### config.mk
export PLATFORM = sky130hd
export DESIGN_NAME = gb2312_font_rom_address_stream
export DESIGN_NICKNAME = d
export VERILOG_FILES = /design/src/rtl/gfras_pkg.sv /design/src/rtl/gfras_decode.sv /design/src/rtl/gb2312_font_rom_address_stream.sv
export SDC_FILE = /design/constraint.sdc
export NUM_CORES = 1
export LEC_CHECK = 0
export ABC_AREA = 1
export BUFFER_PORTS_ARGS = -buffer_cell sky130_fd_sc_hd__buf_2
export CAP_MARGIN = 0
export CORE_MARGIN = 2
export CORE_UTILIZATION = 45
export CTS_CLUSTER_DIAMETER = 120
export DETAILED_ROUTE_END_ITERATION = 10
export SYNTH_ARGS = -nofsm -noshare
export SYNTH_HDL_FRONTEND = slang
export SYNTH_SLANG_ARGS = --single-unit
### constraint.sdc
create_clock -name clk_i -period 10.5 [get_ports clk_i]
set_input_delay 0 -clock clk_i [delete_from_list [all_inputs] [get_ports clk_i]]
set_output_delay 0 -clock clk_i [all_outputs]
set_load 0.005 [all_outputs]
### src/rtl/gfras_pkg.sv
// Package for the GB2312 / ASCII font ROM address stream.
// Holds word types, font ROM layout constants and register indexes.
// Used by gfras_decode and gb2312_font_rom_address_stream.
package gfras_pkg;

  localparam int unsigned ByteW   = 8;
  localparam int unsigned AddrW   = 18;
  localparam int unsigned CellW   = 13;
  localparam int unsigned CfgIdxW = 1;

  localparam logic [ByteW-1:0] Zone1Lo = 8'hB0;
  localparam logic [ByteW-1:0] Zone1Hi = 8'hF7;
  localparam logic [ByteW-1:0] Zone2Lo = 8'hA1;
  localparam logic [ByteW-1:0] Zone2Hi = 8'hA3;
  localparam logic [ByteW-1:0] TrailLo = 8'hA1;
  localparam logic [ByteW-1:0] AsciiLo = 8'h20;
  localparam logic [ByteW-1:0] AsciiHi = 8'h7E;

  localparam logic [CellW-1:0] RowCells  = 13'd94;
  localparam logic [CellW-1:0] Zone1Base = 13'd846;
  localparam logic [AddrW-1:0] AsciiBase = 18'h3CF80;

  localparam logic [ByteW-1:0] WideStep   = 8'd16;
  localparam logic [ByteW-1:0] NarrowStep = 8'd8;

  localparam logic [ByteW-1:0] StartXReset  = 8'd0;
  localparam logic [ByteW-1:0] TextRowReset = 8'd0;

  localparam logic [CfgIdxW-1:0] CFG_START_X  = 1'b0;
  localparam logic [CfgIdxW-1:0] CFG_TEXT_ROW = 1'b1;

  typedef struct packed {
    logic [ByteW-1:0] text_byte;
    logic             string_end;
  } in_word_t;

  typedef struct packed {
    logic [AddrW-1:0] rom_address;
    logic             wide_glyph;
    logic [ByteW-1:0] glyph_x;
    logic [ByteW-1:0] glyph_y;
  } out_word_t;

  typedef struct packed {
    logic [ByteW-1:0] lead_byte;
    logic             lead_pending;
    logic [ByteW-1:0] cursor_x;
  } parse_state_t;

  function automatic logic is_lead(logic [ByteW-1:0] b);
    return ((b >= Zone1Lo) && (b <= Zone1Hi)) || ((b >= Zone2Lo) && (b <= Zone2Hi));
  endfunction

endpackage

### src/rtl/gfras_decode.sv
// Byte parser and font ROM address mapping for one text word.
// Combinational: current parse state in, result and next state out.
// Depends on gfras_pkg.
module gfras_decode (
  input  gfras_pkg::in_word_t     word_i,
  input  gfras_pkg::parse_state_t state_i,
  input  logic [7:0]              start_x_i,
  input  logic [7:0]              text_row_i,
  output logic                    res_valid_o,
  output gfras_pkg::out_word_t    res_word_o,
  output gfras_pkg::parse_state_t state_o
);

  logic [gfras_pkg::ByteW-1:0] b;
  logic                        zone1;
  logic [6:0]                  lead_off;
  logic [gfras_pkg::CellW-1:0] glyph_idx;
  logic [gfras_pkg::ByteW-1:0] trail_off;
  logic [6:0]                  ascii_off;
  logic [gfras_pkg::AddrW-1:0] wide_addr;
  logic [gfras_pkg::AddrW-1:0] narrow_addr;
  logic                        trail_ok;
  logic                        is_ascii;

  assign b         = word_i.text_byte;
  assign zone1     = state_i.lead_byte >= gfras_pkg::Zone1Lo;
  assign lead_off  = zone1 ? 7'(state_i.lead_byte - gfras_pkg::Zone1Lo)
                           : 7'(state_i.lead_byte - gfras_pkg::Zone2Lo);
  assign trail_off = b - gfras_pkg::TrailLo;
  assign glyph_idx = gfras_pkg::CellW'(lead_off) * gfras_pkg::RowCells
                   + gfras_pkg::CellW'(trail_off)
                   + (zone1 ? gfras_pkg::Zone1Base : '0);
  assign wide_addr   = {glyph_idx, 5'b0};
  assign ascii_off   = 7'(b - gfras_pkg::AsciiLo);
  assign narrow_addr = gfras_pkg::AsciiBase + gfras_pkg::AddrW'({ascii_off, 4'b0});
  assign trail_ok    = state_i.lead_pending && (b >= gfras_pkg::TrailLo);
  assign is_ascii    = (b >= gfras_pkg::AsciiLo) && (b <= gfras_pkg::AsciiHi);

  always_comb begin
    res_valid_o            = 1'b0;
    res_word_o.rom_address = narrow_addr;
    res_word_o.wide_glyph  = 1'b0;
    res_word_o.glyph_x     = state_i.cursor_x;
    res_word_o.glyph_y     = text_row_i;
    state_o                = state_i;
    if (word_i.string_end) begin
      state_o.lead_pending = 1'b0;
      state_o.lead_byte    = '0;
      state_o.cursor_x     = start_x_i;
    end else begin
      state_o.lead_pending = 1'b0;
      state_o.lead_byte    = '0;
      if (trail_ok) begin
        res_valid_o            = 1'b1;
        res_word_o.rom_address = wide_addr;
        res_word_o.wide_glyph  = 1'b1;
        state_o.cursor_x       = state_i.cursor_x + gfras_pkg::WideStep;
      end else if (gfras_pkg::is_lead(b)) begin
        state_o.lead_pending = 1'b1;
        state_o.lead_byte    = b;
      end else if (is_ascii) begin
        res_valid_o      = 1'b1;
        state_o.cursor_x = state_i.cursor_x + gfras_pkg::NarrowStep;
      end
    end
  end

endmodule

### src/rtl/gb2312_font_rom_address_stream.sv
// Top level of the GB2312 / ASCII font ROM address stream.
// Input register, parser (gfras_decode), parse state and result register.
// Depends on gfras_pkg and gfras_decode.
//
// Usage:
//   Input channel in_valid_i / in_stall_o / in_word_i carries one text byte
//   per word, or a string end mark. Output channel out_valid_o / out_stall_i
//   / out_word_o carries one glyph per word: font ROM address, width flag,
//   x position and row. A GB2312 pair yields one word on its trail byte;
//   printable ASCII yields one word; other bytes yield none.
//   An accepted byte is parsed from the input register into the result
//   register. Throughput: one byte per cycle unless a result meets a stalled
//   output, set by the single parse step between the input and result
//   registers, which also updates the lead byte and cursor for the next
//   byte. When the receiver stalls, the result register holds; the input
//   register keeps moving while its byte gives no result, otherwise
//   in_stall_o rises. Config writes (start_x, text_row) are always ready;
//   the user must make them while the block is idle, which the block does
//   not enforce. Reset clears the pipeline, drops any pending lead, sets
//   cursor and start_x to StartXReset and text_row to TextRowReset.
module gb2312_font_rom_address_stream #(
  parameter logic [7:0] StartXReset  = gfras_pkg::StartXReset,
  parameter logic [7:0] TextRowReset = gfras_pkg::TextRowReset
) (
  input  logic                           clk_i,
  input  logic                           rst_ni,
  input  logic                           in_valid_i,
  output logic                           in_stall_o,
  input  gfras_pkg::in_word_t            in_word_i,
  output logic                           out_valid_o,
  input  logic                           out_stall_i,
  output gfras_pkg::out_word_t           out_word_o,
  input  logic                           cfg_valid_i,
  output logic                           cfg_ready_o,
  input  logic [gfras_pkg::CfgIdxW-1:0]  cfg_index_i,
  input  logic [7:0]                     cfg_data_i
);

  logic                    s1_valid_q;
  gfras_pkg::in_word_t     s1_word_q;
  gfras_pkg::parse_state_t state_q, state_d;
  logic [7:0]              start_x_q, text_row_q;
  logic                    out_valid_q;
  gfras_pkg::out_word_t    out_word_q;
  logic                    res_valid;
  gfras_pkg::out_word_t    res_word;
  logic                    adv;
  logic                    in_acc;

  gfras_decode u_decode (
    .word_i      (s1_word_q),
    .state_i     (state_q),
    .start_x_i   (start_x_q),
    .text_row_i  (text_row_q),
    .res_valid_o (res_valid),
    .res_word_o  (res_word),
    .state_o     (state_d)
  );

  assign adv        = s1_valid_q && (!res_valid || !out_valid_q || !out_stall_i);
  assign in_stall_o = s1_valid_q && !adv;
  assign in_acc     = in_valid_i && !in_stall_o;
  assign cfg_ready_o = 1'b1;

  always_ff @(posedge clk_i or negedge rst_ni) begin
    if (!rst_ni) begin
      s1_valid_q <= 1'b0;
    end else if (in_acc) begin
      s1_valid_q <= 1'b1;
    end else if (adv) begin
      s1_valid_q <= 1'b0;
    end
  end

  always_ff @(posedge clk_i) begin
    if (in_acc) begin
      s1_word_q <= in_word_i;
    end
  end

  always_ff @(posedge clk_i or negedge rst_ni) begin
    if (!rst_ni) begin
      state_q.lead_byte    <= '0;
      state_q.lead_pending <= 1'b0;
      state_q.cursor_x     <= StartXReset;
    end else if (adv) begin
      state_q <= state_d;
    end
  end

  always_ff @(posedge clk_i or negedge rst_ni) begin
    if (!rst_ni) begin
      start_x_q  <= StartXReset;
      text_row_q <= TextRowReset;
    end else if (cfg_valid_i && cfg_ready_o) begin
      unique case (cfg_index_i)
        gfras_pkg::CFG_START_X:  start_x_q  <= cfg_data_i;
        gfras_pkg::CFG_TEXT_ROW: text_row_q <= cfg_data_i;
        default: ;
      endcase
    end
  end

  always_ff @(posedge clk_i or negedge rst_ni) begin
    if (!rst_ni) begin
      out_valid_q <= 1'b0;
    end else if (adv && res_valid) begin
      out_valid_q <= 1'b1;
    end else if (!out_stall_i) begin
      out_valid_q <= 1'b0;
    end
  end

  always_ff @(posedge clk_i) begin
    if (adv && res_valid) begin
      out_word_q <= res_word;
    end
  end

  assign out_valid_o = out_valid_q;
  assign out_word_o  = out_word_q;

  a_pending_is_lead: assert property (@(posedge clk_i) disable iff (!rst_ni)
    state_q.lead_pending |-> gfras_pkg::is_lead(state_q.lead_byte))
    else $error("pending lead byte outside lead ranges");

  a_wide_aligned: assert property (@(posedge clk_i) disable iff (!rst_ni)
    (out_valid_o && out_word_o.wide_glyph) |-> (out_word_o.rom_address[4:0] == 5'd0))
    else $error("wide glyph address not 32-byte aligned");

  a_end_reload: assert property (@(posedge clk_i) disable iff (!rst_ni)
    (adv && s1_word_q.string_end) |=>
      (state_q.cursor_x == $past(start_x_q)) && !state_q.lead_pending)
    else $error("string end did not reload cursor");

  a_no_result_on_end: assert property (@(posedge clk_i) disable iff (!rst_ni)
    (s1_valid_q && s1_word_q.string_end) |-> !res_valid)
    else $error("string end produced a glyph");

endmodule
==> reports/summary.md <==
* **number of library cell types mapped by synthesis** 38
* **Placement Setup Slack** 4.789 ns
* **fill cell count** 1026
* **top flip-flop cell by instance count after synthesis** sky130_fd_sc_hd__edfxtp_1
* **worst-path maximum fanout** 10
* **share of the yosys chip area belonging to registers** 40.42%
* **clock slew at reported path FFs** 0.06 ns
* **number of antenna-violating nets in the routed design** 0
* **via count of the first global-routing pass** 3790
* **outcome** complete, no violations
* **WL per Instance** 12.58 um
* **number of synthesized flops with an enable pin** 40
* **dpl hpwl** 7.688 mm
* **Final Worst Setup Slack** 4.822 ns
* **area delta synth->final** 16.46%
* **first-pass detailed-route iteration total** 5
* **final total negative setup slack** 0 ns
* **via-per-instance ratio** 4.843
* **period utilization** 54.08%
* **slew at the pin with the worst max-slew slack** 0.7945 ns
* **starting density of the core** 45.59%
* **fin area** 5984 um2
* **Post-Synthesis Cells** 562
* **library cell with the highest instance count after synthesis** sky130_fd_sc_hd__nand2_1
* **largest area contributor in the netlist** sky130_fd_sc_hd__edfxtp_1
* **data required time of the worst path** 10.56 ns
* **vias post-DR** 3797
* **crit path time final** 5.678 ns
* **count of cells resized by post-cts repair** 0
* **number of primary I/O pins** 61
* **clk sinks** 75
* **Tightest Hold Check Type** primary input to flip-flop
* **number of DRC violations after detailed-routing iteration 0** 149
* **wire length reported by the detailed router** 9.865 mm
* **number of antenna violations at the first check in global routing** 0
* **number of antenna diodes** 0
* **die span in y** 110.9 um
* **global placement routability congestion** 0.8296
* **Worst slew margin** 46.47%
* **number of buffers created by CTS** 9
* **setup repair after global routing missed its margin** no
* **count of final setup violators** 0
* **clock insertion delay at the later pin of the skew report** 0.33 ns
* **crit start category** flip-flop
* **maximum level of the CTS H-tree** 3
* **count of warnings emitted by yosys** 0
* **average footprint of a synthesized cell** 9.144 um2
* **CTS tree** done
* **Final Hold Vio Count** 0
* **number of flip-flops and latches in the synthesized netlist** 75
* **netlist area before placement** 5139 um2
* **count of input and output buffers** 55
* **post-placement cell area** 5503 um2
* **max-slew violation count** 0
* **fraction of layout cells with a size suffix above 1** 14.66%
* **Post-synth top cells** sky130_fd_sc_hd__nand2_1 (129), sky130_fd_sc_hd__inv_1 (87), sky130_fd_sc_hd__ha_1 (51), sky130_fd_sc_hd__edfxtp_1 (40), sky130_fd_sc_hd__o21ai_0 (36)
* **worst clock skew on the final layout** 0.01114 ns
* **placement row count** 39
* **critical path data arrival time** 5.74 ns
* **Horiz. Die Dim** 110.9 um
* **hold bufs inserted after CTS** 20
* **cell types occupying the most area after synthesis** sky130_fd_sc_hd__edfxtp_1 (23%), sky130_fd_sc_hd__dfrtp_1 (17%), sky130_fd_sc_hd__ha_1 (12%)
* **Total Routing Usage GR** 16.99%
* **first-pass GRT wire length** 17.21 mm
* **buffer levels on the longest clock path** 2
* **GRT overflow** 0
* **DRC Markers** 0
* **setup fix buffers added after clock tree synthesis** 0
* **post-synth top area share** 23.37%
* **maximum achievable frequency** 176.1 MHz
* **critical path type** flip-flop to flip-flop
* **max-cap check violation count** 0
* **Critical Path Sink Type** flip-flop
* **Final Core Density** 53.09%
* **FFs w/ async S/R, synth** 46.67%
* **floorplan die area** 12290 um2
* **largest net degree at the start of global routing** 36
* **Nets** 727
* **Core ar.** 11270 um2
* **CTS root buf** sky130_fd_sc_hd__clkbuf_16
-- final timing paths --
check | slack (ns) | startpoint | depth (start not counted) | endpoint
worst min-delay path | 0.26 | cfg_valid_i | 4 | text_row_q[7]
worst min register to register | 0.44 | state_q[2] | 0 | out_word_o[10]
worst max register to register | 4.82 | state_q[14] | 27 | out_word_o[34]
max in group asynchronous | 9.69 | rst_ni | 2 | state_q[3]
worst max-delay path | 4.82 | state_q[14] | 27 | out_word_o[34]
min in group asynchronous | 0.29 | rst_ni | 2 | text_row_q[0]
-- stage by stage --
stage                     cells  hold WS [ns]
after detailed placement    748        0.1332
after global routing        784        0.3320
after global placement      748        0.1368
after CTS                   784        0.2629
after floorplan             565       -0.2956
final                       784        0.2640
-- layout make-up --
type / count / area, um2 / share of cell area, %
clock buffer: 12 / 257.7 / 4.307
timing repair buffer: 76 / 483.0 / 8.070
clock inverter: 4 / 23.77 / 0.3972
tap: 143 / 178.9 / 2.990
multi-input combinational: 384 / 2626 / 43.88
inverter: 90 / 337.8 / 5.645
sequential: 75 / 2077 / 34.71
-- per-layer routing --
layer | share of wire [%] | global-route usage (%)
met5 | 0 | 0
met4 | 0.67 | 4.333
met3 | 2.7 | 3.007
met2 | 48 | 29.00
met1 | 48 | 22.53
-- sequential cells by signal, summed over array words and instances, names as in the netlist --
signal       flops
out_word_o      31
state_q         17
s1_word_q        9
start_x_q        8
text_row_q       8
out_valid_o      1
s1_valid_q       1
-- placed cells by master, fill, tap and decap left out, drive strengths merged --
cell and n:
xnor2 11, o211ai 1, mux2 3, a31o 1
a21o 3, dlygate4sd3 20, nor3 3, buf 56
ha 51, o21ai 46, o21bai 1, nor3b 1
a21boi 1, mux2i 1, clkinv 2, a21oi 16
nand3 36, conb 5, clkinvlp 1, a31oi 1
xor2 20, dfrtp 35, clkbuf 12, inv 91
nand4 11, edfxtp 40, or2 2, nor2 14
fa 17, nand2 136, nand3b 3
-- cells by family after synthesis --
| logic type | synth area share [%] |
|---|---|
| simple gates | 18.09 |
| buf+inv | 8.741 |
| flops | 40.42 |
| compound gates | 7.427 |
| fa+ha+maj | 19.04 |
| xor+xnor | 5.284 |
| mux | 0.8522 |
| other cells | 0.1461 |
-- critical path: stages, from the launching register on --
cell and delay (ns):
sky130_fd_sc_hd__dfrtp_1 0.42, sky130_fd_sc_hd__ha_1 0.19, sky130_fd_sc_hd__inv_1 0.08, sky130_fd_sc_hd__nand2_1 0.07
sky130_fd_sc_hd__nand2_2 0.15, sky130_fd_sc_hd__inv_1 0.18, sky130_fd_sc_hd__or2_2 0.30, sky130_fd_sc_hd__o21ai_0 0.31
sky130_fd_sc_hd__fa_1 0.54, sky130_fd_sc_hd__ha_1 0.21, sky130_fd_sc_hd__fa_1 0.54, sky130_fd_sc_hd__inv_1 0.07
sky130_fd_sc_hd__fa_1 0.46, sky130_fd_sc_hd__o21ai_0 0.35, sky130_fd_sc_hd__xor2_1 0.19, sky130_fd_sc_hd__inv_1 0.06
sky130_fd_sc_hd__ha_1 0.27, sky130_fd_sc_hd__ha_1 0.35, sky130_fd_sc_hd__nand2_1 0.10, sky130_fd_sc_hd__a21oi_1 0.04
sky130_fd_sc_hd__nor2_1 0.11, sky130_fd_sc_hd__nand2_1 0.06, sky130_fd_sc_hd__nand2_1 0.07, sky130_fd_sc_hd__nand2_1 0.05
sky130_fd_sc_hd__nand2_1 0.07, sky130_fd_sc_hd__inv_1 0.04, sky130_fd_sc_hd__nand3_1 0.07, sky130_fd_sc_hd__nand3_1 0.07
Power is not shown: default switching activity piles up to over one toggle a cycle in this logic, so the estimate is an artifact.
